--- src/rtl/las_pkg.sv ---
// Shared types, codes and timing constants for the LED animation sequencer.
package las_pkg;

  localparam int LED_COUNT_DEF = 8;
  localparam int LED_W         = 8;
  localparam int MS_W          = 9;

  localparam logic OP_TICK = 1'b0;
  localparam logic OP_KEY  = 1'b1;

  localparam logic [7:0] KEY_FIRST = 8'h31;
  localparam logic [7:0] KEY_LAST  = 8'h39;

  localparam logic [3:0] MODE_IDLE      = 4'd0;
  localparam logic [3:0] MODE_BLINK     = 4'd1;
  localparam logic [3:0] MODE_CHASE_R   = 4'd2;
  localparam logic [3:0] MODE_CHASE_L   = 4'd3;
  localparam logic [3:0] MODE_PINGPONG  = 4'd4;
  localparam logic [3:0] MODE_FILL      = 4'd5;
  localparam logic [3:0] MODE_FILL_EMPT = 4'd6;
  localparam logic [3:0] MODE_ALT       = 4'd7;
  localparam logic [3:0] MODE_PAIR      = 4'd8;
  localparam logic [3:0] MODE_COUNT     = 4'd9;

  localparam logic [1:0] PH_FIRST  = 2'd0;
  localparam logic [1:0] PH_SECOND = 2'd1;
  localparam logic [1:0] PH_THIRD  = 2'd2;

  localparam logic [MS_W-1:0] MS_BLINK = 9'd200;
  localparam logic [MS_W-1:0] MS_CHASE = 9'd100;
  localparam logic [MS_W-1:0] MS_PING  = 9'd80;
  localparam logic [MS_W-1:0] MS_FILL  = 9'd120;
  localparam logic [MS_W-1:0] MS_HOLD  = 9'd300;
  localparam logic [MS_W-1:0] MS_CLEAR = 9'd200;
  localparam logic [MS_W-1:0] MS_ALT   = 9'd300;
  localparam logic [MS_W-1:0] MS_PAIR  = 9'd90;
  localparam logic [MS_W-1:0] MS_COUNT = 9'd60;

  localparam logic [2:0] ROUNDS_FIVE  = 3'd5;
  localparam logic [2:0] ROUNDS_THREE = 3'd3;
  localparam logic [2:0] ROUNDS_TWO   = 3'd2;

  localparam logic [2:0] ADDR_LED_ACTIVE_LOW = 3'd0;

  typedef struct packed {
    logic       opcode;
    logic [7:0] key_code;
  } in_t;

  typedef struct packed {
    logic [7:0] led_pattern;
    logic       busy_res;
  } out_t;

  typedef struct packed {
    logic [3:0]      mode;
    logic [2:0]      rnd;
    logic [2:0]      pos;
    logic [1:0]      phase;
    logic [MS_W-1:0] ms;
    logic [7:0]      bin;
    logic [LED_W-1:0] lit;
  } anim_state_t;

endpackage

--- src/rtl/las_step.sv ---
// Next-state and result logic for one tick or key request.
module las_step #(
  parameter int LED_COUNT = las_pkg::LED_COUNT_DEF
) (
  input  las_pkg::anim_state_t cur_st,
  input  las_pkg::in_t         req,
  input  logic                 active_low,
  output las_pkg::anim_state_t nxt_st,
  output las_pkg::out_t        res
);
  import las_pkg::*;

  localparam logic [7:0] LED_MASK = 8'((9'd1 << LED_COUNT) - 9'd1);
  localparam logic [2:0] LAST     = 3'(LED_COUNT - 1);

  typedef struct packed {
    anim_state_t st;
    logic        cont;
  } adv_t;

  function automatic logic [7:0] bit_at(input logic [2:0] p);
    bit_at = (8'd1 << p) & LED_MASK;
  endfunction

  function automatic anim_state_t show_step(input anim_state_t s);
    anim_state_t o;
    o = s;
    unique case (s.mode)
      MODE_BLINK: begin
        o.lit = (s.phase == PH_FIRST) ? LED_MASK : 8'd0;
        o.ms  = MS_BLINK;
      end
      MODE_CHASE_R, MODE_CHASE_L: begin
        o.lit = bit_at(s.pos);
        o.ms  = MS_CHASE;
      end
      MODE_PINGPONG: begin
        o.lit = bit_at(s.pos);
        o.ms  = MS_PING;
      end
      MODE_FILL: begin
        if (s.phase == PH_FIRST) begin
          o.lit = s.lit | bit_at(s.pos);
          o.ms  = MS_FILL;
        end else if (s.phase == PH_SECOND) begin
          o.ms  = MS_HOLD;
        end else begin
          o.lit = 8'd0;
          o.ms  = MS_CLEAR;
        end
      end
      MODE_FILL_EMPT: begin
        o.lit = (s.phase == PH_FIRST) ? (s.lit | bit_at(s.pos)) : (s.lit & ~bit_at(s.pos));
        o.ms  = MS_PING;
      end
      MODE_ALT: begin
        o.lit = ((s.phase == PH_FIRST) ? 8'h55 : 8'hAA) & LED_MASK;
        o.ms  = MS_ALT;
      end
      MODE_PAIR: begin
        o.lit = (s.phase == PH_FIRST) ? (bit_at(s.pos) | bit_at(s.pos + 3'd1))
                                      : (bit_at(s.pos) | bit_at(s.pos - 3'd1));
        o.ms  = MS_PAIR;
      end
      MODE_COUNT: begin
        o.lit = s.bin & LED_MASK;
        o.ms  = MS_COUNT;
      end
      default: begin
        o.lit = 8'd0;
        o.ms  = '0;
      end
    endcase
    show_step = o;
  endfunction

  function automatic adv_t next_round(input anim_state_t s, input logic [2:0] rounds,
                                      input logic [2:0] start);
    adv_t a;
    a.st       = s;
    a.st.phase = PH_FIRST;
    a.st.pos   = start;
    a.st.rnd   = s.rnd + 3'd1;
    a.cont     = (a.st.rnd < rounds);
    next_round = a;
  endfunction

  function automatic adv_t advance(input anim_state_t s);
    adv_t a;
    a.st = s;
    a.cont = 1'b1;
    unique case (s.mode)
      MODE_BLINK, MODE_ALT: begin
        if (s.phase == PH_FIRST) a.st.phase = PH_SECOND;
        else a = next_round(s, ROUNDS_FIVE, 3'd0);
      end
      MODE_CHASE_R: begin
        if (s.pos < LAST) a.st.pos = s.pos + 3'd1;
        else a = next_round(s, ROUNDS_THREE, 3'd0);
      end
      MODE_CHASE_L: begin
        if (s.pos > 3'd0) a.st.pos = s.pos - 3'd1;
        else a = next_round(s, ROUNDS_THREE, LAST);
      end
      MODE_PINGPONG, MODE_FILL_EMPT: begin
        if (s.phase == PH_FIRST) begin
          if (s.pos < LAST) begin
            a.st.pos = s.pos + 3'd1;
          end else begin
            a.st.phase = PH_SECOND;
            a.st.pos   = LAST;
          end
        end else if (s.pos > 3'd0) begin
          a.st.pos = s.pos - 3'd1;
        end else begin
          a = next_round(s, ROUNDS_TWO, 3'd0);
        end
      end
      MODE_FILL: begin
        if (s.phase == PH_FIRST) begin
          if (s.pos < LAST) a.st.pos = s.pos + 3'd1;
          else a.st.phase = PH_SECOND;
        end else if (s.phase == PH_SECOND) begin
          a.st.phase = PH_THIRD;
        end else begin
          a = next_round(s, ROUNDS_TWO, 3'd0);
        end
      end
      MODE_PAIR: begin
        if (s.phase == PH_FIRST) begin
          if ({1'b0, s.pos} + 4'd1 < {1'b0, LAST}) begin
            a.st.pos = s.pos + 3'd1;
          end else begin
            a.st.phase = PH_SECOND;
            a.st.pos   = LAST;
          end
        end else if (s.pos > 3'd1) begin
          a.st.pos = s.pos - 3'd1;
        end else begin
          a = next_round(s, ROUNDS_THREE, 3'd0);
        end
      end
      MODE_COUNT: begin
        a.st.bin = s.bin + 8'd1;
        a.cont   = (a.st.bin != 8'd0);
      end
      default: a.cont = 1'b0;
    endcase
    advance = a;
  endfunction

  anim_state_t     start_st;
  anim_state_t     tick_st;
  adv_t            adv;
  logic [MS_W-1:0] ms_dec;
  logic [7:0]      pat;

  always_comb begin
    start_st      = '0;
    start_st.mode = req.key_code[3:0];
    if (req.key_code[3:0] == MODE_CHASE_L) start_st.pos = LAST;
    start_st = show_step(start_st);

    ms_dec     = (cur_st.ms != '0) ? cur_st.ms - 9'd1 : cur_st.ms;
    tick_st    = cur_st;
    tick_st.ms = ms_dec;
    adv        = advance(tick_st);

    nxt_st = cur_st;
    if (req.opcode == OP_KEY) begin
      if (cur_st.mode == MODE_IDLE && req.key_code >= KEY_FIRST &&
          req.key_code <= KEY_LAST) begin
        nxt_st = start_st;
      end
    end else if (cur_st.mode != MODE_IDLE) begin
      if (ms_dec != '0) nxt_st = tick_st;
      else if (adv.cont) nxt_st = show_step(adv.st);
      else nxt_st = '0;
    end

    pat = nxt_st.lit & LED_MASK;
    if (active_low) pat = ~pat & LED_MASK;
    res.led_pattern = pat;
    res.busy_res    = (nxt_st.mode != MODE_IDLE);
  end

endmodule

--- src/rtl/led_animation_sequencer.sv ---
// LED animation sequencer top level: request channels, config register and state.
// Each request (a one-millisecond tick or a key press) yields exactly one result: the
// LED vector after polarity and a busy flag. A request is accepted every cycle while the
// result register is empty or being drained; its result appears in the cycle after
// acceptance, set by a single register stage after the step logic. Keys '1' to '9'
// start an animation only while idle. led_active_low sits at byte address 0 and should
// be written only while no request is in flight. Bits at and above LED_COUNT read zero.
module led_animation_sequencer #(
  parameter int LED_COUNT = las_pkg::LED_COUNT_DEF
) (
  input  logic          clk,
  input  logic          rst_n,
  input  logic          in_valid,
  output logic          in_ready,
  input  las_pkg::in_t  in_data,
  output logic          out_valid,
  input  logic          out_ready,
  output las_pkg::out_t out_data,
  input  logic          psel,
  input  logic          penable,
  input  logic          pwrite,
  input  logic [2:0]    paddr,
  input  logic [31:0]   pwdata,
  output logic [31:0]   prdata,
  output logic          pready
);
  import las_pkg::*;

  localparam logic [7:0] LED_MASK = 8'((9'd1 << LED_COUNT) - 9'd1);

  anim_state_t state_r;
  anim_state_t state_nxt;
  out_t        out_r;
  out_t        res;
  logic        out_valid_r;
  logic        led_active_low_r;
  logic        in_fire;
  logic        cfg_sel;

  las_step #(
    .LED_COUNT(LED_COUNT)
  ) u_step (
    .cur_st    (state_r),
    .req       (in_data),
    .active_low(led_active_low_r),
    .nxt_st    (state_nxt),
    .res       (res)
  );

  assign in_ready  = !out_valid_r || out_ready;
  assign in_fire   = in_valid && in_ready;
  assign out_valid = out_valid_r;
  assign out_data  = out_r;
  assign pready    = 1'b1;
  assign cfg_sel   = (paddr[2] == ADDR_LED_ACTIVE_LOW[2]);
  assign prdata    = cfg_sel ? {31'd0, led_active_low_r} : 32'd0;

  always_ff @(posedge clk) begin
    if (!rst_n) begin
      state_r          <= '0;
      out_valid_r      <= 1'b0;
      led_active_low_r <= 1'b0;
    end else begin
      if (in_fire) begin
        state_r <= state_nxt;
      end
      if (in_fire) begin
        out_valid_r <= 1'b1;
      end else if (out_ready) begin
        out_valid_r <= 1'b0;
      end
      if (psel && penable && pwrite && pready && cfg_sel) begin
        led_active_low_r <= pwdata[0];
      end
    end
  end

  always_ff @(posedge clk) begin
    if (in_fire) begin
      out_r <= res;
    end
  end

`ifndef SYNTHESIS
  a_idle_dark: assert property (@(posedge clk) disable iff (!rst_n)
    out_valid && !out_data.busy_res |->
      out_data.led_pattern == (led_active_low_r ? LED_MASK : 8'd0))
    else $error("idle result shows lit LEDs");

  a_unused_bits: assert property (@(posedge clk) disable iff (!rst_n)
    out_valid |-> (out_data.led_pattern & ~LED_MASK) == 8'd0)
    else $error("LED bits beyond LED_COUNT driven");

  a_step_timer: assert property (@(posedge clk) disable iff (!rst_n)
    state_r.mode != MODE_IDLE |-> state_r.ms != '0)
    else $error("running animation with expired step timer");

  a_result_follows: assert property (@(posedge clk) disable iff (!rst_n)
    in_valid && in_ready |=> out_valid)
    else $error("accepted request produced no result");

  a_busy_matches: assert property (@(posedge clk) disable iff (!rst_n)
    in_valid && in_ready |=> out_data.busy_res == (state_r.mode != MODE_IDLE))
    else $error("busy flag disagrees with state");
`endif

endmodule
--- config.mk ---
export PLATFORM = sky130hd
export DESIGN_NAME = led_animation_sequencer
export DESIGN_NICKNAME = d
export VERILOG_FILES = /design/src/rtl/las_pkg.sv /design/src/rtl/las_step.sv /design/src/rtl/led_animation_sequencer.sv
export SDC_FILE = /design/constraint.sdc
export NUM_CORES = 1
export LEC_CHECK = 0
export BUFFER_PORTS_ARGS = -buffer_cell sky130_fd_sc_hd__buf_2
export CELL_PAD_IN_SITES_DETAIL_PLACEMENT = 1
export CELL_PAD_IN_SITES_GLOBAL_PLACEMENT = 2
export CORE_UTILIZATION = 30
export DETAILED_ROUTE_END_ITERATION = 8
export GPL_ROUTABILITY_DRIVEN = 0
export GPL_TIMING_DRIVEN = 0
export PLACE_DENSITY = 0.82
export SLEW_MARGIN = 40
export SYNTH_ARGS = -nofsm -noshare
export SYNTH_HDL_FRONTEND = slang
export SYNTH_HIERARCHICAL = 1
export SYNTH_SLANG_ARGS = --single-unit
--- constraint.sdc ---
create_clock -name clk -period 3.1 [get_ports clk]
set_input_delay 0.465 -clock clk [delete_from_list [all_inputs] [get_ports clk]]
set_output_delay 0.465 -clock clk [all_outputs]
set_load 0.01 [all_outputs]
# Yosys cells after proc, flatten, opt, wreduce, memory -nomap -nowiden
# Cells that the tools add are included.
[word_totals]
register_bits = 48
in_bits = 51
output_inout_bits = 44
elab_cells = 168
[classes]
addsub = 9
order_cmp = 9
eq_ne = 39
n_shift = 5
mux = 58
bitwise = 8
reduce_logical = 29
[ops]
columns = ["operator", "count"]
rows = [
  ["$mux W37", 5],
  ["$pmux W9 S7", 2],
  ["$mux W28", 4],
  ["$pmux W8 S7", 2],
  ["$pmux W17 S6", 1],
  ["$mux W8", 7],
  ["$mux W26", 2],
  ["$eq A4 B3 Y1 const B", 12],
  ["$pmux W8 S6", 1],
  ["$mux W3", 14],
  ["$shl A1 B3 Y8 const A", 5],
  ["$or A8 B8 Y8", 4],
  ["$pmux W8 S4", 1],
  ["$ne A4 B4 Y1 const B", 7],
  ["$mux W9", 3],
  ["$eq A4 B2 Y1 const B", 6],
  ["$eq A4 B4 Y1 const B", 6],
  ["$reduce_bool A9 Y1", 2],
  ["$not A8 Y8", 2],
  ["$mux W5", 3],
  ["$add A3 B1 Y3 const B", 4],
  ["$eq A4 B1 Y1 const B", 3],
  ["$mux W6", 2],
  ["$reduce_and A12 Y1", 1],
  ["other kinds (32)", 58],
]

# Depth between registers and ports, before layout
# Gate-level depths: netlist (run 1).
[depth]
ltp_word = 16
depth_mapped = 17
ltp_nobuf = 15

# Modules after synthesis
# Netlist (run 1), hierarchy kept.
[modules_own_cells]
columns = ["mod", "n_inst", "cells_per_inst", "area_per_inst_um2", "seq_area_each_um2"]
rows = [
  ["las_step", 1, 561, 3552.2, 0.0],
  ["led_animation_sequencer", 1, 215, 2094.5, 1051.0],
]

# Worst setup path after synthesis (run 1)
# Ideal clock, no wire load.
[synth_path]
kind = "register to register"
from = "register state_r[27] in the netlist's numbering"
to = "register out_r (netlist bit out_data[3]) (data pin)"
setup_time_ns = 0.262
arrival_ns = 3.004
required_time_ns = 2.838
slack_ns = -0.167
path_stages_with_launch = 15
n_path_buf = 2
period_less_slack_ns = 3.267
cell_sequence = "dfxtp_1 -> inv_1 -> ha_1 -> nor2b_1 -> clkbuf_1 -> o31ai_1 -> o21ai_0 -> and3_1 -> buf_4 -> inv_4 -> ha_1 -> xnor3_1 -> a311oi_2 -> mux2i_1 -> nand3_1"
[synth_rtl]
columns = ["element", "line_no", "rtl"]
rows = [
  ["from (decl)", "led_animation_sequencer.sv:31", "anim_state_t state_r;"],
  ["from (signal assigned)", "led_animation_sequencer.sv:65", "state_r <= state_nxt;"],
  ["to (signal assigned)", "led_animation_sequencer.sv:80", "out_r <= res;"],
  ["to (decl)", "led_animation_sequencer.sv:33", "out_t out_r;"],
]

==> results of run 1 <==
==> final timing paths <==
check,end,start,depth (start not counted)
max,out_data[4],state_r[33],12
min,out_valid,in_valid,3
min reg2reg,state_r[20],state_r[20],2
max reg2reg,out_data[4],state_r[33],12
==> sequential cells by signal, summed over array words and instances (netlist names) <==
signal            flops
state_r              37
out_valid             1
led_active_low_r      1
out_data              9
==> final cells by class <==
cell class,instances,area share
clock inverters,2,0.001522
plain buffers,84,0.07847
flip-flops and latches,48,0.1454
clock buffers,6,0.01742
repair buffers,84,0.08270
well taps,229,0.03873
inverters,18,0.01184
multi-input cells,652,0.6239
==> logic make-up after synthesis <==
family | count (synthesis) | synth area share
flip-flops | 48 | 0.1861
AND/OR/NAND/NOR | 318 | 0.2876
multiplexers | 47 | 0.08442
buffers and inverters | 107 | 0.1088
AO/OA/AOI/OAI | 227 | 0.2761
other | 2 | 0.001330
XOR/XNOR | 16 | 0.03124
adder cells (fa/ha/maj) | 11 | 0.02437
==> stage by stage <==
stage          instance area (um^2)  utilization  instances  setup TNS, ns
2_1_floorplan                  5783            -        806       -0.06668
6_report                       7398       0.4063       1123         -2.882
3_5_place_dp                   6218       0.3415       1062         -27.58
4_1_cts                        7007       0.3848       1103        -0.8157
3_3_place_gp                   6205       0.3408       1062         -31.36
5_1_grt                        7398       0.4063       1123         -5.494
==> power by group <==
group          switching (W)  leakage, nW  internal, W  total [W]
clock network       0.000266       0.0645     0.000298   0.000564
registers          0.0000249        0.413     0.000655   0.000680
logic               0.000318         2.45     0.000211   0.000528
==> cell usage after synthesis (3+ instances only) <==
library cell    n  area (um^2)
nand2b_1       12        75.07
a221oi_1        7        61.31
a21boi_1        4        30.03
nand4_1         3        18.77
o31a_1          6        52.55
nor3b_1         4        30.03
a31oi_1        11        68.82
o31ai_1         8        60.06
mux2i_1        45        450.4
buf_2          17        85.08
nor2b_1         9        56.30
or2_2           5        31.28
and2_1          5        31.28
o2111ai_1       3        26.28
a21boi_0        3        22.52
o21ai_1         5        25.02
nor3_1         20        100.1
xor2_1         10        87.58
a211oi_1        8        60.06
nor2_1         46        172.7
a21o_1          3        22.52
o21ai_0        59        295.3
nor3_2          3        30.03
clkbuf_1       27        101.4
a21oi_1        49        245.2
o21a_1          5        37.54
nand2_1       139        521.8
inv_1          13        48.80
inv_2           4        15.01
ha_1           11        137.6
buf_4          38        285.3
o211ai_1        8        60.06
edfxtp_1        9        270.3
xnor2_1         3        26.28
a32oi_1         4        35.03
a22o_1          8        70.07
buf_6           6        67.56
dfxtp_1        39        780.8
nor4_1          7        43.79
nand3_1        26        130.1
and3_1         10        62.56
a22oi_1         4        30.03
==> routing by layer <==
layer / wire [um] / global-route usage
met1: 10570 / 0.3139
met2: 10780 / 0.3772
met3: 1382 / 0.02901
met4: 785 / 0.08246
met5: 47 / 0.01754
==> worst register-to-register path, cell delays in order (launching register included) <==
cell and delay [ns]:
dfxtp_2 0.34, or4b_4 0.58, a32oi_1 0.20, nand4_1 0.23, a21oi_4 0.22, buf_6 0.12
and3_4 0.20, buf_4 0.12, buf_6 0.10, mux2i_4 0.33, o2111ai_1 0.17, o31a_1 0.38
xor2_1 0.16
==> timing repair <==
| action | 4_1_cts | 5_1_grt |
|---|---|---|
| buffers inserted | 36 | 21 |
| resized for setup | 102 | 52 |
| gates cloned | 0 | 2 |
| pin swaps | 29 | 38 |
| setup endpoints to repair | 45 | 36 |
| endpoints found under the hold margin | 0 | 0 |
==> flow_metrics.py, run 1 <==
metrics = {
    "die": {
        "die-area_mm2": 0.01938,
        "pin_count": 95,
        "die_h_um": 139.2,
        "start_util": 0.3101,
        "fp.coreArea_mm2": 0.01821,
        "fp-row-count": 49,
        "die_w_um": 139.2,
    },
    "logic_synthesis": {
        "ys_seq_elements": 48,
        "synth_edf_count": 9,
        "syn_inst": 776,
        "ys.flop_type": "dfxtp_1",
        "synth-async-reset-ratio": 0,
        "synth_area_mm2": 0.005647,
        "yosysSeqAreaShare": 0.1861,
        "post_synth.cell_area_avg_um2": 7.277,
        "synth.yosys.warnings": 6,
        "yosysUniqueCellTypes": 98,
    },
    "critical_path": {
        "cp_top_family": "simple AND/OR/NAND/NOR gates",
        "required_ns": 3.13,
        "cp.arrival_ns": 3.44,
        "r2r_slack_ns": -0.32,
        "cp_num_buf_inv": 3,
        "crit_chain": "or4b_4 > a32oi_1 > nand4_1 > a21oi_4 > buf_6 > and3_4 > buf_4 > buf_6 > mux2i_4 > o2111ai_1 > o31a_1 > xor2_1",
        "cp_slowest_cell": "or4b_4",
        "slowest_delay_ns": 0.58,
        "path_class": "reg -> reg",
        "cp-end-kind": "register",
        "worstSetupStartpointType": "register",
        "cpMostUsedCell": "buf_6",
        "path_max_fanout": 5,
    },
    "timing": {
        "relSlewSlack": 0.4700,
        "holdWs_ns": 0.4207,
        "setup_ws_ns": -0.3156,
        "hold_viol_final": 0,
        "finClkSkew_ns": 0.004172,
        "fin_crit_sh": 1.102,
        "setup_viol": 22,
        "tightest_slew_ns": 0.7949,
        "fin_crit_ns": 3.416,
        "rsz0062_at_grt": "yes",
        "slew_violations": 0,
        "timing.fmax_mhz": 292.8,
    },
    "power_and_ir_drop": {
        "powerDensity_mw_per_mm2": 239.5,
        "totalPowerFinal_w": 0.001772,
        "ir_drop_mv": 0.1897,
        "leakagePower_nw": 2.929,
    },
    "hold_path": {
        "min_path_type": "in -> reg",
    },
    "clock_network": {
        "cts_buffers": 5,
        "ctsHoldBuffers": 0,
        "tritoncts": "done",
        "clkTransAtPathRegs_ns": 0.07,
        "cts_sinks": 48,
        "worstSkewPairLatency_ns": 0.30,
        "root_buffer": "clkbuf_16",
        "htreeDepth": 2,
        "clk_path_buf_depth": 2,
    },
    "route": {
        "routed_wl_mm": 23.57,
        "vias_per_cell": 5.797,
        "drtAntennaViolNets": 0,
        "drtPass1Iterations": 9,
        "drt_iter0_markers": 406,
        "vias": 6510,
        "drc": 2,
        "wl_per_cell_um": 20.98,
    },
    "final_layout": {
        "area_growth_pct": 31.02,
        "n_fill_cell": 2239,
        "diodes": 0,
        "final_cell_mix": "nand2_1 (136), buf_4 (90), o21ai_0 (54)",
        "seqCellArea_mm2": 0.001076,
        "multiInputGateArea_mm2": 0.004616,
        "final_common_cell": "nand2_1",
        "layout.nets": 955,
        "drive_above_1_share": 0.3043,
    },
    "grt": {
        "grt_pass1_vias": 6246,
        "gr-total-overflow": 0,
        "antenna_found_initial": 0,
        "grt_max_degree": 19,
        "grt_usage": 0.2324,
        "grt_pass1_wl_mm": 35.27,
    },
    "place": {
        "port_buffers": 27,
        "pre_cts_slack_ns": -0.9904,
        "dpl.hpwl_mm": 16.41,
    },
    "status": {
        "violations": "DRC, setup timing",
        "run_status": "complete, but fails checks",
    },
    "run": {
        "drv_cap": 0,
    },
}
Note: power is estimated with default switching activity, not from simulation.
==> run 2, diff against run 1 <==
--- a/config.mk
+++ b/config.mk
@@ -9,10 +9,11 @@
 export CELL_PAD_IN_SITES_DETAIL_PLACEMENT = 1
 export CELL_PAD_IN_SITES_GLOBAL_PLACEMENT = 2
 export CORE_UTILIZATION = 30
+export CTS_BUF_LIST = sky130_fd_sc_hd__clkbuf_8
 export DETAILED_ROUTE_END_ITERATION = 8
 export GPL_ROUTABILITY_DRIVEN = 0
 export GPL_TIMING_DRIVEN = 0
-export PLACE_DENSITY = 0.82
+export PLACE_DENSITY_LB_ADDON = 0.1
 export SLEW_MARGIN = 40
 export SYNTH_ARGS = -nofsm -noshare
 export SYNTH_HDL_FRONTEND = slang
==> run 2 against run 1 <==
  * The flow still finishes with violations (DRC, setup timing)
  * First-iteration DRC count rose by 1.2%
  * Wire length increased by 5.4%
  * Cell count grew 0.80%
  * Count of clock-buffer cells in the layout fell by 1
  * Sequential share of layout area shrank 0.58 points
  * Maximum frequency rose by 5.0%
  * Sequential cell count is the same
  * Cell area increased by 4.4%
  * Combinational power rose by 6.4%
  * Highest routed layer is now met4
==> flow_metrics.py, run 2 (synthesized netlist as in run 1, its figures left out) <==
metrics = {
    "critical_path": {
        "path_class": "reg -> reg",
        "required_ns": 3.18,
        "reg2reg_depth": 11,
        "cp-end-kind": "register",
        "path_max_fanout": 7,
        "cp.arrival_ns": 3.33,
        "worstSetupStartpointType": "register",
    },
    "final_layout": {
        "largest_register_ffs": 37,
        "diodes": 0,
        "final_common_cell": "nand2_1",
        "layout.nets": 964,
        "instances_no_fill": 1132,
        "largest-register": "state_r",
        "area_growth_pct": 36.76,
        "final_cell_mix": "nand2_1 (135), buf_4 (89), o21ai_0 (52)",
        "drive_above_1_share": 0.3511,
        "n_fill_cell": 2220,
    },
    "timing": {
        "rsz0062_at_grt": "yes",
        "holdWs_ns": 0.3662,
        "fin_crit_sh": 1.050,
        "setup_tns_ns": -1.144,
        "hold_viol_final": 0,
        "tightest_slew_ns": 0.9055,
        "setup_viol": 14,
        "fin_crit_ns": 3.254,
        "relSlewSlack": 0.3950,
        "finClkSkew_ns": 0.006531,
        "timing.fmax_mhz": 307.3,
        "setup_ws_ns": -0.1541,
        "slew_violations": 0,
    },
    "grt": {
        "gr-total-overflow": 0,
        "grt_pass1_vias": 6398,
        "grt_usage": 0.2483,
        "grt_pass1_wl_mm": 37.38,
        "grt_max_degree": 19,
        "antenna_found_initial": 1,
    },
    "clock_network": {
        "worstSkewPairLatency_ns": 0.34,
        "clkTransAtPathRegs_ns": 0.11,
        "cts_buffers": 5,
        "ctsHoldBuffers": 0,
        "clk_path_buf_depth": 2,
        "htreeDepth": 2,
        "tritoncts": "done",
        "cts_sinks": 48,
        "root_buffer": "clkbuf_8",
    },
    "route": {
        "drc": 3,
        "drtAntennaViolNets": 0,
        "vias": 6455,
        "vias_per_cell": 5.702,
        "drt_iter0_markers": 411,
        "wl_per_cell_um": 21.94,
        "routed_wl_mm": 24.84,
        "drtPass1Iterations": 7,
    },
    "status": {
        "violations": "DRC, setup timing",
        "run_status": "complete, but fails checks",
    },
    "die": {
        "die_h_um": 139.2,
        "fp.coreArea_mm2": 0.01821,
        "fp-row-count": 49,
        "pin_count": 95,
        "die-area_mm2": 0.01938,
        "start_util": 0.3101,
        "die_w_um": 139.2,
    },
    "power_and_ir_drop": {
        "powerDensity_mw_per_mm2": 238.3,
        "ir_drop_mv": 0.1430,
        "leakagePower_nw": 3.038,
    },
    "hold_path": {
        "min_path_type": "in -> reg",
        "hold_depth": 3,
    },
    "place": {
        "dpl.hpwl_mm": 17.39,
        "port_buffers": 27,
        "dp_cells": 1062,
        "pre_cts_slack_ns": -0.8954,
    },
    "run": {
        "drv_cap": 0,
    },
}
==> run 2: cell count changes in the layout (fill, tap and decap cells not counted), moves of 3 or more <==
cell	change
buf_6	+9
clkbuf_16	-6
clkbuf_8	+5
o21ai_2	+5
a211oi_1	-4
a21boi_2	-4
clkbuf_1	-4
a211oi_2	+3
a21oi_1	-3
a221oi_2	+3
a31oi_2	+3
a31oi_4	-3
buf_12	+3
o21ai_1	-3
==> run 2: through the flow <==
| stage | utilization | area (um^2) | power (W) |
|---|---|---|---|
| 6_report | 0.4241 | 7722 | 0.001840 |
| 5_1_grt | 0.4241 | 7722 | 0.001922 |
| 4_1_cts | 0.3948 | 7188 | 0.001794 |
| 3_5_place_dp | 0.3415 | 6218 | 0.001141 |
| 3_3_place_gp | 0.3408 | 6205 | 0.001131 |
| 2_1_floorplan | - | 5783 | 0.001009 |
==> run 2: worst max-delay path, stage by stage (launching register included) <==
cell	delay [ns]
dfxtp_2	0.36
or4b_4	0.63
a32oi_2	0.19
nand4_1	0.18
a21oi_4	0.20
and3_4	0.26
inv_6	0.05
ha_4	0.16
xnor3_2	0.44
a31oi_2	0.21
a31oi_2	0.14
xor2_1	0.16
==> run 2: power breakdown <==
group | internal, W | switching, W | total, W
Sequential | 0.000655 | 0.0000259 | 0.000681
Clock | 0.000325 | 0.000272 | 0.000597
Combinational | 0.000231 | 0.000331 | 0.000562
==> run 2: layout make-up <==
class                   instances  area, um^2  area share
multi-input cells             651        4780      0.6189
flip-flops and latches         48        1079      0.1397
inverters                      18       92.59     0.01199
plain buffers                  83       623.1     0.08069
repair buffers                 95       724.4     0.09381
clock buffers                   5       68.82    0.008911
well taps                     229       286.5     0.03710
clock inverters                 3       68.82    0.008911
==> run 2: final timing paths <==
| kind | end | startpoint | slack (ns) |
|---|---|---|---|
| worst min-delay path | led_active_low_r | pwdata[0] | 0.37 |
| worst max register to register | out_data[6] | state_r[33] | -0.15 |
| worst max-delay path | out_data[6] | state_r[33] | -0.15 |
| worst min register to register | state_r[20] | state_r[20] | 0.47 |
==> run 2: timing repair <==
item,4_1_cts,5_1_grt
resized for setup,129,86
setup endpoints to repair,45,39
setup buffers,43,24
gates cloned,1,0
pin swaps,42,48
==> run 2: routing by layer <==
| layer | up-vias | global-route usage | wire length (um) |
|---|---|---|---|
| li1 | 3005 | - | - |
| met1 | 3202 | 0.3303 | 11600 |
| met2 | 211 | 0.4117 | 11610 |
| met3 | 37 | 0.03211 | 1027 |
| met4 | 0 | 0.08538 | 600 |
| met5 | - | 0 | 0 |
==> run 3, diff against run 2 <==
--- a/config.mk
+++ b/config.mk
@@ -5,6 +5,7 @@
 export SDC_FILE = /design/constraint.sdc
 export NUM_CORES = 1
 export LEC_CHECK = 0
+export ABC_CLOCK_PERIOD_IN_PS = 3100
 export BUFFER_PORTS_ARGS = -buffer_cell sky130_fd_sc_hd__buf_2
 export CELL_PAD_IN_SITES_DETAIL_PLACEMENT = 1
 export CELL_PAD_IN_SITES_GLOBAL_PLACEMENT = 2
@@ -13,7 +14,7 @@
 export DETAILED_ROUTE_END_ITERATION = 8
 export GPL_ROUTABILITY_DRIVEN = 0
 export GPL_TIMING_DRIVEN = 0
-export PLACE_DENSITY_LB_ADDON = 0.1
+export PLACE_DENSITY = 0.77
 export SLEW_MARGIN = 40
 export SYNTH_ARGS = -nofsm -noshare
 export SYNTH_HDL_FRONTEND = slang
==> run 3 against run 2 <==
  * The flow still finishes with violations (DRC, setup timing)
  * Worst hold slack improved by 0.017 ns
  * Highest routed layer unchanged
  * Cell count about the same
  * Critical endpoint is now out_data[0]
  * Global-route usage decreased by 1.3 points
  * Maximum frequency decreased by 2.8%
==> flow_metrics.py, run 3 (synthesized netlist as in run 1, its figures left out) <==
metrics = {
    "final_layout": {
        "seqCellArea_mm2": 0.001084,
        "layout.nets": 964,
        "drive_above_1_share": 0.3367,
        "largest-register": "state_r",
        "multiInputGateArea_mm2": 0.004732,
        "instances_no_fill": 1133,
        "final_cell_mix": "nand2_1 (134), buf_4 (99), o21ai_0 (46)",
        "n_fill_cell": 2226,
        "final_common_cell": "nand2_1",
        "largest_register_ffs": 37,
        "area_growth_pct": 34.81,
    },
    "route": {
        "wl_per_cell_um": 20.78,
        "drtAntennaViolNets": 0,
        "drt_iter0_markers": 416,
        "drtPass1Iterations": 7,
        "vias_per_cell": 5.675,
        "routed_wl_mm": 23.54,
        "vias": 6430,
        "drc": 4,
    },
    "timing": {
        "hold_viol_final": 0,
        "fin_crit_sh": 1.079,
        "tightest_slew_ns": 0.8647,
        "setup_tns_ns": -2.149,
        "timing.fmax_mhz": 298.8,
        "slew_violations": 0,
        "relSlewSlack": 0.4223,
        "fin_crit_ns": 3.346,
        "rsz0062_at_grt": "yes",
        "setup_viol": 23,
        "finClkSkew_ns": 0.01703,
        "setup_ws_ns": -0.2463,
    },
    "clock_network": {
        "worstSkewPairLatency_ns": 0.33,
        "cts_sinks": 48,
        "root_buffer": "clkbuf_8",
        "ctsHoldBuffers": 0,
        "clk_path_buf_depth": 2,
        "cts_buffers": 5,
        "clkTransAtPathRegs_ns": 0.11,
        "htreeDepth": 2,
        "tritoncts": "done",
    },
    "grt": {
        "antenna_found_initial": 0,
        "grt_max_degree": 19,
        "grt_pass1_vias": 6291,
        "grt_pass1_wl_mm": 35.83,
        "grt_usage": 0.2354,
        "gr-total-overflow": 0,
    },
    "critical_path": {
        "r2r_slack_ns": -0.25,
        "worstSetupStartpointType": "register",
        "cp-end-kind": "register",
        "r2r-start": "state_r[35]",
        "cp.arrival_ns": 3.40,
        "path_class": "reg -> reg",
        "cp_slowest_cell": "or4b_4",
        "path_max_fanout": 7,
        "required_ns": 3.16,
        "crit_chain": "or4b_4 > buf_8 > buf_4 > or3_4 > a211oi_4 > o2111ai_4 > nor3_2 > nor2_2 > a22o_1 > or4_1",
        "slowest_delay_ns": 0.52,
        "r2r-end": "out_data[0]",
        "reg2reg_depth": 10,
    },
    "hold_path": {
        "hold_depth": 3,
        "min_path_type": "in -> reg",
        "hold_end": "led_active_low_r",
        "hp-start": "pwdata[0]",
    },
    "power_and_ir_drop": {
        "totalPowerFinal_w": 0.001816,
        "powerDensity_mw_per_mm2": 238.5,
        "leakagePower_nw": 3.017,
        "ir_drop_mv": 0.1640,
    },
    "place": {
        "dp_cells": 1062,
        "dpl.hpwl_mm": 16.60,
        "port_buffers": 27,
    },
    "die": {
        "die-area_mm2": 0.01938,
        "die_w_um": 139.2,
        "fp-row-count": 49,
        "die_h_um": 139.2,
        "pin_count": 95,
        "fp.coreArea_mm2": 0.01821,
        "start_util": 0.3101,
    },
    "run": {
        "drv_cap": 0,
    },
    "status": {
        "violations": "DRC, setup timing",
        "run_status": "complete, but fails checks",
    },
}
[run 3: changes by cell type in the layout (fill, tap and decap cells not counted), sizes merged]
cell	before	now
nor2b	9	10
buf	154	153
diode	0	1
inv	19	18
clkinv	0	1
[run 3: through the flow]
step           setup slack [ns]  area [um^2]  hold WS [ns]    util
2_1_floorplan          -0.03496         5783        0.4314       -
3_3_place_gp            -0.9451         6205        0.4423  0.3408
3_5_place_dp            -0.8594         6218        0.4553  0.3415
4_1_cts                -0.09613         7109        0.3730  0.3904
5_1_grt                 -0.3718         7610        0.4170  0.4179
6_report                -0.2463         7612        0.3827  0.4181
[run 3: power breakdown]
group,internal (W),switching [W]
sequential,0.000653,0.0000239
clock,0.000325,0.000261
combinational,0.000225,0.000327
[run 3: what timing repair did]
action	CTS	global route
endpoints found under the setup margin	45	34
setup buffers	41	26
cloned	1	0
gates resized for setup	113	82
pin swaps	30	31
[run 3: final cells by class]
cell class / instances / area share
Timing Repair Buffer: 92 / 0.08547
Clock buffer: 5 / 0.009040
Sequential cell: 48 / 0.1423
Tap cell: 229 / 0.03764
Inverter: 18 / 0.01249
Buffer: 85 / 0.08202
Multi-Input combinational cell: 652 / 0.6216
Clock inverter: 3 / 0.009040
Antenna cell: 1 / 0.0003287
[run 3: how the worst max path moves through the flow]
stage | cells past startpoint | end | start | slack, ns
finish | 10 | out_data[0] | state_r[35] | -0.25
global route | 15 | out_data[3] | state_r[27] | -0.37
CTS | 9 | out_data[0] | state_r[33] | -0.1
detailed placement | 17 | state_r[29] | state_r[33] | -0.86
global placement | 11 | state_r[11] | in_data[2] | -0.95
floorplan | 13 | out_data[3] | state_r[34] | -0.03
[run 3: critical path, delay by kind of cell, from the launching register on]
| family | cells | cell delay, ns |
|---|---|---|
| flops | 1 | 0.37 |
| simple gates | 5 | 1.68 |
| compound gates | 3 | 0.73 |
| buf+inv | 2 | 0.30 |
[run 3: per-layer routing]
metal	vias to the layer above	GRT usage	routed length, um
met5	-	0	0
met4	0	0.06082	679
met3	40	0.02417	1341
met2	207	0.3865	10940
met1	3178	0.3274	10590
li1	3005	-	-
